--- config.mk ---
export PLATFORM = sky130hd
export DESIGN_NAME = terminal_text_sanitizer_core
export DESIGN_NICKNAME = d
export VERILOG_FILES = /design/src/rtl/core/tts_pkg.sv /design/src/rtl/core/terminal_text_sanitizer_core.sv /design/src/rtl/core/tts_parse.sv
export SDC_FILE = /design/constraint.sdc
export NUM_CORES = 1
export LEC_CHECK = 0
export ABC_CLOCK_PERIOD_IN_PS = 3600
export BUFFER_PORTS_ARGS = -buffer_cell sky130_fd_sc_hd__buf_2
export CAP_MARGIN = 10
export CORE_ASPECT_RATIO = 1.2
export CORE_MARGIN = 5
export CORE_UTILIZATION = 35
export DETAILED_ROUTE_END_ITERATION = 6
export GPL_ROUTABILITY_DRIVEN = 0
export MAX_ROUTING_LAYER = met4
export PLACE_DENSITY_LB_ADDON = 0.12
export SYNTH_ARGS = -nofsm -noshare
export SYNTH_HDL_FRONTEND = slang
export SYNTH_SLANG_ARGS = --single-unit
export TNS_END_PERCENT = 50
--- constraint.sdc ---
create_clock -name clk -period 3.6 [get_ports clk]
set_input_delay 1.08 -clock clk [delete_from_list [all_inputs] [get_ports clk]]
set_output_delay 1.08 -clock clk [all_outputs]
set_load 0.01 [all_outputs]
--- src/rtl/core/tts_pkg.sv ---
// Shared types, byte codes and the ignorable-codepoint ROM for the terminal
// text sanitizer. Used by the parser and by the top level; no dependencies.
`default_nettype none

package tts_pkg;

  // Most output bytes one input byte can cause (a tab at full width).
  localparam int unsigned MAX_RESULTS     = 8;
  localparam int unsigned CNT_W           = 4;
  localparam int unsigned NUM_DROP_RANGES = 19;

  // Byte codes the parser looks at.
  localparam logic [7:0] BYTE_BEL   = 8'h07;
  localparam logic [7:0] BYTE_TAB   = 8'h09;
  localparam logic [7:0] BYTE_LF    = 8'h0A;
  localparam logic [7:0] BYTE_ESC   = 8'h1B;
  localparam logic [7:0] BYTE_SPACE = 8'h20;
  localparam logic [7:0] BYTE_DEL   = 8'h7F;
  localparam logic [7:0] BYTE_CSI   = 8'h5B;  // '['
  localparam logic [7:0] BYTE_OSC   = 8'h5D;  // ']'
  localparam logic [7:0] BYTE_DCS   = 8'h50;  // 'P'
  localparam logic [7:0] BYTE_SOS   = 8'h58;  // 'X'
  localparam logic [7:0] BYTE_PM    = 8'h5E;  // '^'
  localparam logic [7:0] BYTE_APC   = 8'h5F;  // '_'

  // Codepoint limits.
  localparam logic [20:0] CP_MAX       = 21'h10FFFF;
  localparam logic [20:0] CP_SURR_LO   = 21'h00D800;
  localparam logic [20:0] CP_SURR_HI   = 21'h00DFFF;
  localparam logic [20:0] CP_LSEP      = 21'h002028;
  localparam logic [20:0] CP_PSEP      = 21'h002029;
  localparam logic [20:0] CP_C1_LO     = 21'h000080;
  localparam logic [20:0] CP_C1_HI     = 21'h00009F;
  localparam logic [20:0] CP_MIN_2BYTE = 21'h000080;
  localparam logic [20:0] CP_MIN_3BYTE = 21'h000800;
  localparam logic [20:0] CP_MIN_4BYTE = 21'h010000;

  // Bytes produced by one accepted input byte, lowest byte leaves first.
  typedef struct packed {
    logic [CNT_W-1:0] count;
    logic [31:0]      bytes;
  } emit_t;

  // Inclusive ranges of codepoints that are dropped from the output.
  localparam logic [20:0] DROP_FIRST [NUM_DROP_RANGES] = '{
    21'h000AD, 21'h0034F, 21'h0061C, 21'h0115F, 21'h017B4, 21'h0180B, 21'h0200B,
    21'h0202A, 21'h02060, 21'h020E3, 21'h03164, 21'h0FE00, 21'h0FEFF, 21'h0FFA0,
    21'h0FFF0, 21'h1BCA0, 21'h1D173, 21'h1F3FB, 21'hE0000
  };
  localparam logic [20:0] DROP_LAST [NUM_DROP_RANGES] = '{
    21'h000AD, 21'h0034F, 21'h0061C, 21'h01160, 21'h017B5, 21'h0180F, 21'h0200F,
    21'h0202E, 21'h0206F, 21'h020E3, 21'h03164, 21'h0FE0F, 21'h0FEFF, 21'h0FFA0,
    21'h0FFF8, 21'h1BCA3, 21'h1D17A, 21'h1F3FF, 21'hE0FFF
  };

  // True when the codepoint falls in any of the ignorable ranges.
  function automatic logic in_drop_rom(input logic [20:0] cp);
    logic hit;
    hit = 1'b0;
    for (int k = 0; k < NUM_DROP_RANGES; k++) begin
      if (cp >= DROP_FIRST[k] && cp <= DROP_LAST[k]) hit = 1'b1;
    end
    return hit;
  endfunction

endpackage

`default_nettype wire

--- src/rtl/core/terminal_text_sanitizer_core.sv ---
// Top level of the terminal text sanitizer: stream ports, tab width register
// and the output byte buffer. Uses tts_pkg and tts_parse.
`default_nettype none

// One input byte is accepted per cycle whenever the output side keeps up. A
// byte that produces n output bytes (n from 0 to 8: a tab gives tab_width
// spaces, capped at eight, and a UTF-8 sequence gives up to four bytes) holds
// the output buffer until its n bytes have gone out, and the next input byte is
// taken in the cycle its last byte transfers out. Bytes with no output do not wait.
// The parser works on the byte at the edge of its transfer; the results sit
// in a four-byte shift buffer that drives the output channel.
module terminal_text_sanitizer_core
  import tts_pkg::*;
(
  input  wire logic       clk,
  input  wire logic       rst_n,
  // Input channel.
  input  wire logic       in_tvalid,
  output logic            in_tready,
  input  wire logic [7:0] in_tdata,   // [7:0] in_byte
  input  wire logic       in_tlast,   // end_of_text
  // Output channel.
  output logic            out_tvalid,
  input  wire logic       out_tready,
  output logic [7:0]      out_tdata,  // [7:0] out_byte
  output logic            out_tlast,  // out_last
  // Configuration.
  input  wire logic       cfg_we,
  input  wire logic [3:0] cfg_wdata   // tab_width
);

  logic [3:0]       tab_width_r;
  logic [CNT_W-1:0] cnt_r;
  logic [31:0]      buf_r;
  logic             in_take;
  logic             out_take;
  emit_t            emit;

  // Tab width register.
  always_ff @(posedge clk) begin
    if (!rst_n) begin
      tab_width_r <= 4'd4;
    end else if (cfg_we) begin
      tab_width_r <= cfg_wdata;
    end
  end

  // A new byte may enter once the buffer is empty or giving its last byte.
  assign in_tready = (cnt_r == '0) || (cnt_r == 4'd1 && out_tready);
  assign in_take   = in_tvalid && in_tready;
  assign out_take  = out_tvalid && out_tready;

  tts_parse u_parse (
    .clk         (clk),
    .rst_n       (rst_n),
    .take        (in_take),
    .in_byte     (in_tdata),
    .end_of_text (in_tlast),
    .tab_width   (tab_width_r),
    .emit        (emit)
  );

  // Output byte count.
  always_ff @(posedge clk) begin
    if (!rst_n) begin
      cnt_r <= '0;
    end else if (in_take) begin
      cnt_r <= emit.count;
    end else if (out_take) begin
      cnt_r <= cnt_r - 4'd1;
    end
  end

  // Output byte buffer; spaces shift in behind, which serves tab expansion.
  always_ff @(posedge clk) begin
    if (in_take) begin
      buf_r <= emit.bytes;
    end else if (out_take) begin
      buf_r <= {BYTE_SPACE, buf_r[31:8]};
    end
  end

  assign out_tvalid = (cnt_r != '0);
  assign out_tdata  = buf_r[7:0];
  assign out_tlast  = (cnt_r == 4'd1);

`ifndef SYNTHESIS
  // The pending byte count never exceeds what one input can cause.
  a_cnt_max: assert property (@(posedge clk) disable iff (!rst_n)
    cnt_r <= 4'(MAX_RESULTS))
    else $error("tts core: output count above limit");

  // A non-final byte of an item is always followed by more output.
  a_more_follow: assert property (@(posedge clk) disable iff (!rst_n)
    out_take && !out_tlast |=> out_tvalid)
    else $error("tts core: item ended without a last byte");

  // A transfer with no new input retires exactly one byte.
  a_cnt_step: assert property (@(posedge clk) disable iff (!rst_n)
    out_take && !in_take |=> cnt_r == $past(cnt_r) - 4'd1)
    else $error("tts core: output count did not step");
`endif

endmodule

`default_nettype wire

--- src/rtl/core/tts_parse.sv ---
// Escape and UTF-8 parser of the terminal text sanitizer: holds the parse
// state and turns one accepted byte into the bytes it emits. Uses tts_pkg.
`default_nettype none

module tts_parse
  import tts_pkg::*;
(
  input  wire logic       clk,
  input  wire logic       rst_n,
  input  wire logic       take,
  input  wire logic [7:0] in_byte,
  input  wire logic       end_of_text,
  input  wire logic [3:0] tab_width,
  output emit_t           emit
);

  typedef enum logic [5:0] {
    MODE_GROUND    = 6'b000001,
    MODE_UTF8      = 6'b000010,
    MODE_ESC_START = 6'b000100,
    MODE_CSI       = 6'b001000,
    MODE_STRING    = 6'b010000,
    MODE_INTERMED  = 6'b100000
  } mode_t;

  mode_t       mode_r, mode_nxt;
  logic [1:0]  need_r, need_nxt;
  logic [1:0]  hcnt_r, hcnt_nxt;
  logic [20:0] cp_r, cp_nxt;
  logic [7:0]  held_r   [3];
  logic [7:0]  held_nxt [3];

  logic        run_ground;
  logic [20:0] cp_cont;
  logic        bad_seq;
  logic        is_cont;
  logic [3:0]  tab_count;

  assign cp_cont   = {cp_r[14:0], in_byte[5:0]};
  assign is_cont   = (in_byte[7:6] == 2'b10);
  assign tab_count = (tab_width > 4'(MAX_RESULTS)) ? 4'(MAX_RESULTS) : tab_width;

  // Overlong forms, surrogates and values past the last codepoint.
  assign bad_seq = (hcnt_r == 2'd1 && cp_cont < CP_MIN_2BYTE) ||
                   (hcnt_r == 2'd2 && cp_cont < CP_MIN_3BYTE) ||
                   (hcnt_r == 2'd3 && cp_cont < CP_MIN_4BYTE) ||
                   (cp_cont >= CP_SURR_LO && cp_cont <= CP_SURR_HI) ||
                   (cp_cont > CP_MAX);

  // Next parse state and the bytes this input causes.
  always_comb begin
    mode_nxt    = mode_r;
    need_nxt    = need_r;
    hcnt_nxt    = hcnt_r;
    cp_nxt      = cp_r;
    held_nxt    = held_r;
    emit.count  = '0;
    emit.bytes  = {4{BYTE_SPACE}};
    run_ground  = 1'b0;

    case (mode_r)
      MODE_UTF8: begin
        if (is_cont) begin
          cp_nxt = cp_cont;
          if (need_r > 2'd1) begin
            need_nxt = need_r - 2'd1;
            hcnt_nxt = hcnt_r + 2'd1;
            case (hcnt_r)
              2'd0:    held_nxt[0] = in_byte;
              2'd1:    held_nxt[1] = in_byte;
              2'd2:    held_nxt[2] = in_byte;
              default: ;
            endcase
          end else begin
            // Last continuation byte: check the codepoint, then drop it, give a space for a separator, or re-emit it.
            mode_nxt = MODE_GROUND;
            need_nxt = 2'd0;
            if (bad_seq || (cp_cont >= CP_C1_LO && cp_cont <= CP_C1_HI)) begin
              emit.count = '0;
            end else if (cp_cont == CP_LSEP || cp_cont == CP_PSEP) begin
              emit.count = 4'd1;
            end else if (in_drop_rom(cp_cont)) begin
              emit.count = '0;
            end else begin
              emit.count = {2'b00, hcnt_r} + 4'd1;
              case (hcnt_r)
                2'd0:    emit.bytes = {BYTE_SPACE, BYTE_SPACE, BYTE_SPACE, in_byte};
                2'd1:    emit.bytes = {BYTE_SPACE, BYTE_SPACE, in_byte, held_r[0]};
                2'd2:    emit.bytes = {BYTE_SPACE, in_byte, held_r[1], held_r[0]};
                default: emit.bytes = {in_byte, held_r[2], held_r[1], held_r[0]};
              endcase
            end
          end
        end else begin
          run_ground = 1'b1;
        end
      end
      MODE_ESC_START: begin
        if (in_byte == BYTE_CSI) begin
          mode_nxt = MODE_CSI;
        end else if (in_byte == BYTE_OSC || in_byte == BYTE_DCS || in_byte == BYTE_SOS ||
                     in_byte == BYTE_PM || in_byte == BYTE_APC) begin
          mode_nxt = MODE_STRING;
        end else if (in_byte >= 8'h20 && in_byte <= 8'h2F) begin
          mode_nxt = MODE_INTERMED;
        end else begin
          mode_nxt = MODE_GROUND;
        end
      end
      MODE_CSI: begin
        if (in_byte >= 8'h20 && in_byte <= 8'h3F) begin
          mode_nxt = MODE_CSI;
        end else if (in_byte >= 8'h40 && in_byte <= 8'h7E) begin
          mode_nxt = MODE_GROUND;
        end else begin
          run_ground = 1'b1;
        end
      end
      MODE_STRING: begin
        if (in_byte == BYTE_BEL) begin
          mode_nxt = MODE_GROUND;
        end else if (in_byte == BYTE_ESC) begin
          mode_nxt = MODE_ESC_START;
        end
      end
      MODE_INTERMED: begin
        if (!(in_byte >= 8'h20 && in_byte <= 8'h2F)) mode_nxt = MODE_GROUND;
      end
      default: begin
        run_ground = 1'b1;
      end
    endcase

    // Ground handling, also used when a byte breaks a sequence or a CSI body.
    if (run_ground) begin
      mode_nxt = MODE_GROUND;
      if (in_byte == BYTE_LF) begin
        emit.count = 4'd1;
        emit.bytes = {BYTE_SPACE, BYTE_SPACE, BYTE_SPACE, in_byte};
      end else if (in_byte == BYTE_TAB) begin
        emit.count = tab_count;
      end else if (in_byte == BYTE_ESC) begin
        mode_nxt = MODE_ESC_START;
      end else if (in_byte < BYTE_SPACE || in_byte == BYTE_DEL) begin
        emit.count = '0;
      end else if (in_byte < 8'h80) begin
        emit.count = 4'd1;
        emit.bytes = {BYTE_SPACE, BYTE_SPACE, BYTE_SPACE, in_byte};
      end else if (in_byte >= 8'hC2 && in_byte <= 8'hDF) begin
        mode_nxt    = MODE_UTF8;
        held_nxt[0] = in_byte;
        hcnt_nxt    = 2'd1;
        need_nxt    = 2'd1;
        cp_nxt      = {16'h0, in_byte[4:0]};
      end else if (in_byte >= 8'hE0 && in_byte <= 8'hEF) begin
        mode_nxt    = MODE_UTF8;
        held_nxt[0] = in_byte;
        hcnt_nxt    = 2'd1;
        need_nxt    = 2'd2;
        cp_nxt      = {17'h0, in_byte[3:0]};
      end else if (in_byte >= 8'hF0 && in_byte <= 8'hF4) begin
        mode_nxt    = MODE_UTF8;
        held_nxt[0] = in_byte;
        hcnt_nxt    = 2'd1;
        need_nxt    = 2'd3;
        cp_nxt      = {18'h0, in_byte[2:0]};
      end
    end

    // End of text drops any partial escape or sequence.
    if (end_of_text) begin
      mode_nxt = MODE_GROUND;
      need_nxt = 2'd0;
      hcnt_nxt = 2'd0;
      cp_nxt   = '0;
    end
  end

  // Parse state registers.
  always_ff @(posedge clk) begin
    if (!rst_n) begin
      mode_r <= MODE_GROUND;
      need_r <= 2'd0;
      hcnt_r <= 2'd0;
      cp_r   <= '0;
    end else if (take) begin
      mode_r <= mode_nxt;
      need_r <= need_nxt;
      hcnt_r <= hcnt_nxt;
      cp_r   <= cp_nxt;
    end
  end

  // Collected sequence bytes; only entries of the current sequence are read.
  always_ff @(posedge clk) begin
    if (take) held_r <= held_nxt;
  end

`ifndef SYNTHESIS
  // While collecting, at least one continuation byte is still expected.
  a_utf8_need: assert property (@(posedge clk) disable iff (!rst_n)
    mode_r == MODE_UTF8 |-> need_r != 2'd0)
    else $error("tts_parse: collecting with no byte needed");

  // A sequence never holds more than four bytes in total.
  a_utf8_len: assert property (@(posedge clk) disable iff (!rst_n)
    mode_r == MODE_UTF8 |-> (hcnt_r != 2'd0 && ({1'b0, hcnt_r} + {1'b0, need_r}) <= 3'd4))
    else $error("tts_parse: sequence length out of range");

  // End of text always returns the parser to ground.
  a_eot_ground: assert property (@(posedge clk) disable iff (!rst_n)
    take && end_of_text |=> mode_r == MODE_GROUND && need_r == 2'd0)
    else $error("tts_parse: parser not in ground after end of text");
`endif

endmodule

`default_nettype wire

# ---- Word-level counts from Yosys, hierarchy flattened
# Index checks and enable logic that the tools add are counted.
dict set report word_totals {
  register_bits 95
}
dict set report classes {
  n_addsub 4
  magnitude_cmp 61
  n_eq_ne 28
  muxes 125
  n_reduce_logical 54
}
# operator n
set op_table {}
lappend op_table {{two-way mux 21 bit} 12}
lappend op_table {{two-way mux 36 bit} 7}
lappend op_table {{two-way mux 32 bit} 7}
lappend op_table {{two-way mux 6 bit} 19}
lappend op_table {{>= comparator 21 x 14 -> 1 bit (second input constant)} 5}
lappend op_table {{>= comparator 21 x 16 -> 1 bit (second input constant)} 5}
lappend op_table {{less-or-equal comparator 21 x 14 -> 1 bit (second input constant)} 5}
lappend op_table {{less-or-equal comparator 21 x 16 -> 1 bit (second input constant)} 5}
lappend op_table {{two-way mux 8 bit} 12}
lappend op_table {{case mux 32 bit (3 select lines)} 1}
lappend op_table {{two-way mux 24 bit} 3}
lappend op_table {{>= comparator 21 x 13 -> 1 bit (second input constant)} 3}
lappend op_table {{>= comparator 21 x 17 -> 1 bit (second input constant)} 3}
lappend op_table {{less-or-equal comparator 21 x 13 -> 1 bit (second input constant)} 3}
lappend op_table {{less-or-equal comparator 21 x 17 -> 1 bit (second input constant)} 3}
lappend op_table {{== test 8 x 7 -> 1 bit (second input constant)} 7}
lappend op_table {{two-way mux 2 bit} 27}
lappend op_table {{== test 21 x 14 -> 1 bit (second input constant)} 2}
lappend op_table {{>= comparator 21 x 8 -> 1 bit (second input constant)} 2}
lappend op_table {{less-or-equal comparator 21 x 8 -> 1 bit (second input constant)} 2}
lappend op_table {{logical AND 1 bit} 33}
lappend op_table {{two-way mux 4 bit} 8}
lappend op_table {{case mux 6 bit (5 select lines)} 1}
lappend op_table {{two-way mux 1 bit} 27}
lappend op_table {{other kinds (48)} 70}

# ---- Depth between registers and ports, before layout
dict set report depth {
  ltp_word 39
  mapped_depth 12
  ltp_nobuf 9
}

# ---- Modules after synthesis
# From an unflattened synthesis, not the netlist that was laid out.
dict set report unflattened {
  cells_unflattened 651
  area_unflattened_um2 5960.7
}
# module instances cells_each area_per_inst_um2
set by_module_without_submodules {}
lappend by_module_without_submodules {tts_parse 1 522 4018.9}
lappend by_module_without_submodules {terminal_text_sanitizer_core 1 129 1941.9}

# ---- Worst setup path before layout
# OpenSTA, ideal clock, no wires.
dict set report synth_timing {
  kind {input-to-reg}
  start {input in_tdata[3]}
  end {register u_parse.held_r[16] in the netlist's numbering (data pin)}
  setup_time_ps 260
  t_arrival_ps 3138
  t_required_ps 3340
  slack_ps 202
  cell_stages 9
  path_buffers 3
  cell_sequence {buf_2 buf_2 buf_1 or4b_1 nand2b_1 nor2_1 or3_1 nand2_1 mux2_2}
}
# element line_no
set synth_rtl {}
lappend synth_rtl {{start, declared} terminal_text_sanitizer_core.sv:20} ;# input wire logic [7:0] in_tdata,
lappend synth_rtl {{end signal, assigned} tts_parse.sv:196} ;# if (take) held_r <= held_nxt;
lappend synth_rtl {{end, declared} tts_parse.sv:30} ;# logic [7:0] held_r [3];

# ---- Worst setup path in the final report
dict set report layout_timing {
  start {input in_tdata[4]}
  end {register buf_r[16] (data pin)}
}
dict set report layout_via {
  elab_chain_len 39
  word_cells_on_any_way 131
  classes_between {52 x order compare; 6 x eq/ne; 40 x mux; 33 x reduce/logical}
}
# element line_no
set layout_lines {}
lappend layout_lines {{>= comparator 21 x 8 -> 1 bit / less-or-equal comparator 21 x 8 -> 1 bit (equally long branches)} tts_pkg.sv:61} ;# if (cp >= DROP_FIRST[k] && cp <= DROP_LAST[k]) hit = 1'b1;
lappend layout_lines {{logical AND 1 bit} tts_pkg.sv:61}
lappend layout_lines {{two-way mux 1 bit (19 in series)} tts_pkg.sv:61}
lappend layout_lines {{two-way mux 1 bit} tts_parse.sv:80} ;# end else if (cp_cont == CP_LSEP || cp_cont == CP_PSEP) begin
lappend layout_lines {{two-way mux 1 bit} tts_parse.sv:78} ;# if (bad_seq || (cp_cont >= CP_C1_LO && cp_cont <= CP_C1_HI)) begin
lappend layout_lines {{two-way mux 1 bit} tts_parse.sv:65} ;# if (need_r > 2'd1) begin
lappend layout_lines {{two-way mux 1 bit} tts_parse.sv:63} ;# if (is_cont) begin
lappend layout_lines {{two-way mux 1 bit} tts_parse.sv:61} ;# case (mode_r)
lappend layout_lines {{[5 not listed]} n/a}
lappend layout_lines {{two-way mux 36 bit} tts_parse.sv:61}
lappend layout_lines {{two-way mux 36 bit} tts_parse.sv:146} ;# end else if (in_byte < 8'h80) begin
lappend layout_lines {{two-way mux 32 bit} tts_parse.sv:144} ;# end else if (in_byte < BYTE_SPACE || in_byte == BYTE_DEL) begin
lappend layout_lines {{two-way mux 36 bit} tts_parse.sv:142} ;# end else if (in_byte == BYTE_ESC) begin
lappend layout_lines {{two-way mux 32 bit} tts_parse.sv:140} ;# end else if (in_byte == BYTE_TAB) begin
lappend layout_lines {{two-way mux 36 bit} tts_parse.sv:137} ;# if (in_byte == BYTE_LF) begin
lappend layout_lines {{two-way mux 36 bit *} tts_parse.sv:135} ;# if (run_ground) begin
lappend layout_lines {{two-way mux 32 bit *} terminal_text_sanitizer_core.sv:76} ;# if (in_take) begin
lappend layout_lines {{end signal, assigned} terminal_text_sanitizer_core.sv:77} ;# buf_r <= emit.bytes;
lappend layout_lines {{end signal, assigned} terminal_text_sanitizer_core.sv:79} ;# buf_r <= {BYTE_SPACE, buf_r[31:8]};
lappend layout_lines {{end, declared} terminal_text_sanitizer_core.sv:34} ;# logic [31:0] buf_r;
# Every way passes the cells marked *; elsewhere a longest branch is shown, timed or not. The select of a mux whose other input is x is not followed.
# A chain may end at the register's enable or synchronous reset.

==> summary.txt <==
Global routing
  • Global route total overflow: 0
  • Most Used Layer, Global Route: met2
  • First-pass GRT wire length: 31660 um
  • Met1 Track Usage GR: 27.23%
  • GR Util met3: 2.910%
  • GRT Util Overall: 21.00%
  • Initial antenna violation count: 0
  • Grt met2 use: 33.28%
  • Vias in the first global route: 5498
  • Pin count of the biggest net entering global routing: 35

Synth
  • Synth area leader: edfxtp_1
  • Ys flop type: edfxtp_1
  • Yosys warns: 0
  • Async SR Flop Fraction: 0%
  • Most frequent cells after synthesis: nand2_1, edfxtp_1, clkbuf_1
  • Synth Net Count: 696
  • Post-synth EDFFs: 56
  • Synth area leaders: edfxtp_1, dfxtp_1, nand2_1
  • Flops & latches, synth: 89
  • Distinct cells, synth: 78
  • Cells after Synth: 670
  • Sequential area share after synthesis: 39.52%
  • Most frequent cell after synthesis: nand2_1
  • Synthesized area per cell: 8.846 um^2
  • Synth top area share: 28.37%
  • Synthesized cell area: 0.005927 mm^2

Critical path
  • Crit-path max cell delay: 500 ps
  • Worst-path fanout max: 21
  • Crit path launch type: input port
  • CP Class: input port to register
  • Worst r2r src: u_parse.cp_r[1]
  • Critical path arrival: 3440 ps
  • CP startpoint: in_tdata[4]
  • CP max stage cell: a2111oi_0
  • Worst setup EP type: register
  • Required time worst endpoint: 3750 ps
  • Critical path, cell by cell: buf_2 > nor2_1 > buf_4 > nand3b_1 > o22ai_1 > a2111oi_0 > and4_1 > nand4b_4 > o21ai_0

Floorplanning
  • Full die area: 0.01965 mm^2
  • Row count: 52
  • Die width: 128.8 um
  • CORE AREA: 0.01679 mm^2
  • Die height: 152.6 um
  • IO Pins: 29
  • Initial core utilization: 35.31%

STA
  • Final Hold Vio Count: 0
  • Tcrit/Tclk final: 91.46%
  • Worst slew pin tran: 809.1 ps
  • Unrepaired setup endpoints after global routing: no
  • Final Skew: 5.771 ps
  • Endpoints failing setup: 0
  • Max Fclk: 303.7 MHz
  • Min Tclk post-route: 3293 ps
  • Setup_tns: 0 ps
  • Max-slew violation count: 0
  • Max_slew headroom: 46.06%
  • Worst setup margin: 307.5 ps

Clocking
  • Post-CTS Resized: 0
  • H-tree depth: 3
  • Cts hold-fix bufs: 0
  • Clk slew on worst S/H paths: 70 ps
  • TritonCTS clock tree: yes
  • CTS root buf: clkbuf_16
  • Setup bufs post-CTS: 0
  • # clock sinks: 89
  • Clk_lat worst skew: 350 ps
  • Clock Path Buffers: 2
  • TritonCTS Buffers: 9

Power and ir drop
  • Switching pwr: 1048 uW
  • Internal: 2162 uW
  • Total power: 3211 uW
  • Clock group share of total power: 27.7%
  • P per Cell Area: 478.7 mW/mm^2
  • Leak pwr: 0.002316 uW
  • Reg power frac: 45.6%
  • Sw Ratio: 32.65%
  • Combinational share of power: 26.7%
  • IR drop worst, VDD: 197.7 uV

Hold path
  • Hold path start: tab_width_r[2]
  • Worst min path class: register to register

Detailed routing
  • Drt first pass iters: 5
  • Post-route ant nets: 0
  • Via density: 6.197
  • # DRC: 0
  • Detailed-route wire length per cell: 21.97 um
  • Vias: 5695
  • Total wire length: 20190 um
  • DRT iter0 DRCs: 945

Placement
  • Final HPWL DP: 14840 um
  • Setup WS pre-CTS: 18.19 ps
  • Port Buffer Count: 28

Final layout
  • Ant diodes: 0
  • Layout net count: 725
  • Layout cells sized above 1: 16.64%
  • Area Growth Syn to Fin: 13.15%
  • Fin util: 39.95%

Job
  • Max Cap Viol: 0

Status
  • Status: finished clean
## area by class of cell
cell class | instances | area, um^2
clock buffers | 9 | 225.2
clock inverters | 6 | 42.54
fillers | 1698 | 10080
inverters | 20 | 75.07
multi-input cells | 496 | 3186
flip-flops and latches | 89 | 2342
well taps | 216 | 270.3
repair buffers | 83 | 565.5
## sequential cells by signal, summed over array words and instances (netlist names)
register	cells
buf_r	32
u_parse.held_r	24
u_parse.cp_r	15
u_parse.mode_r	6
cnt_r	4
tab_width_r	4
u_parse.hcnt_r	2
u_parse.need_r	2
## path summary, 6_finish.rpt
kind / endpoint / slack, ps / depth (start not counted)
max: buf_r[16] / 310 / 9
min reg2reg: tab_width_r[2] / 500 / 2
min: tab_width_r[2] / 500 / 2
max reg2reg: buf_r[16] / 340 / 7
## power by group through the flow
stage	registers, uW	clock network, uW	logic, uW
2_1_floorplan	1450	0	597
3_3_place_gp	1480	0	849
3_5_place_dp	1490	0	859
4_1_cts	1470	918	862
5_1_grt	1490	962	945
6_report	1460	890	857
## worst max-delay path: cells and delay by family
family | cells | cell delay, ps
compound gates | 3 | 930
buf+inv | 2 | 490
simple gates | 4 | 930
## cell usage in the layout (no fill, tap or decap), types with 5 or more instances in the layout
cell type / Yosys / final
a211oi_1: 10 / 10
nand2_1: 62 / 62
inv_1: 19 / 19
mux2_2: 5 / 5
ha_1: 8 / 8
mux2i_1: 8 / 8
o21ai_0: 35 / 35
and4_1: 6 / 6
dfxtp_1: 33 / 33
o21ai_1: 8 / 8
or2_2: 5 / 5
a32o_1: 13 / 13
or4_1: 5 / 5
nor2b_1: 22 / 22
buf_2: 7 / 28
o32ai_1: 7 / 7
nand2b_1: 5 / 5
and2_1: 9 / 9
a31oi_1: 8 / 8
or3_1: 7 / 7
nor3b_1: 5 / 5
nand3_1: 18 / 18
buf_4: 11 / 54
o21a_1: 5 / 5
a22oi_1: 15 / 15
nor4_1: 24 / 24
edfxtp_1: 56 / 56
nor2_1: 31 / 31
nor3_1: 20 / 20
a21oi_1: 30 / 30
and3_1: 18 / 18
nand4_1: 34 / 34
clkbuf_16: 0 / 9
## stage by stage
stage	area, um^2	hold WS [ps]	instances
2_1_floorplan	5927	442.0	670
3_3_place_gp	6439	468.1	904
3_5_place_dp	6439	485.1	904
4_1_cts	6706	499.7	919
5_1_grt	6706	514.3	919
6_report	6706	500.0	919
## logic make-up (layout without fill, tap and decap cells)
kind of cell	Yosys count	after routing	share of synthesized area [%]
mux	13	13	2.301
other cells	1	1	0.06327
xor+xnor	2	2	0.2956
compound gates	183	183	21.91
buf+inv	85	118	6.734
simple gates	289	289	27.49
flops	89	89	39.52
fa+ha+maj	8	8	1.689
## layer usage
layer	up-vias	part of all wire (%)
met5	-	0
met4	0	3.5
met3	63	6.4
met2	284	48
met1	2694	42
li1	2654	-
(Power assumes the default switching activity.)
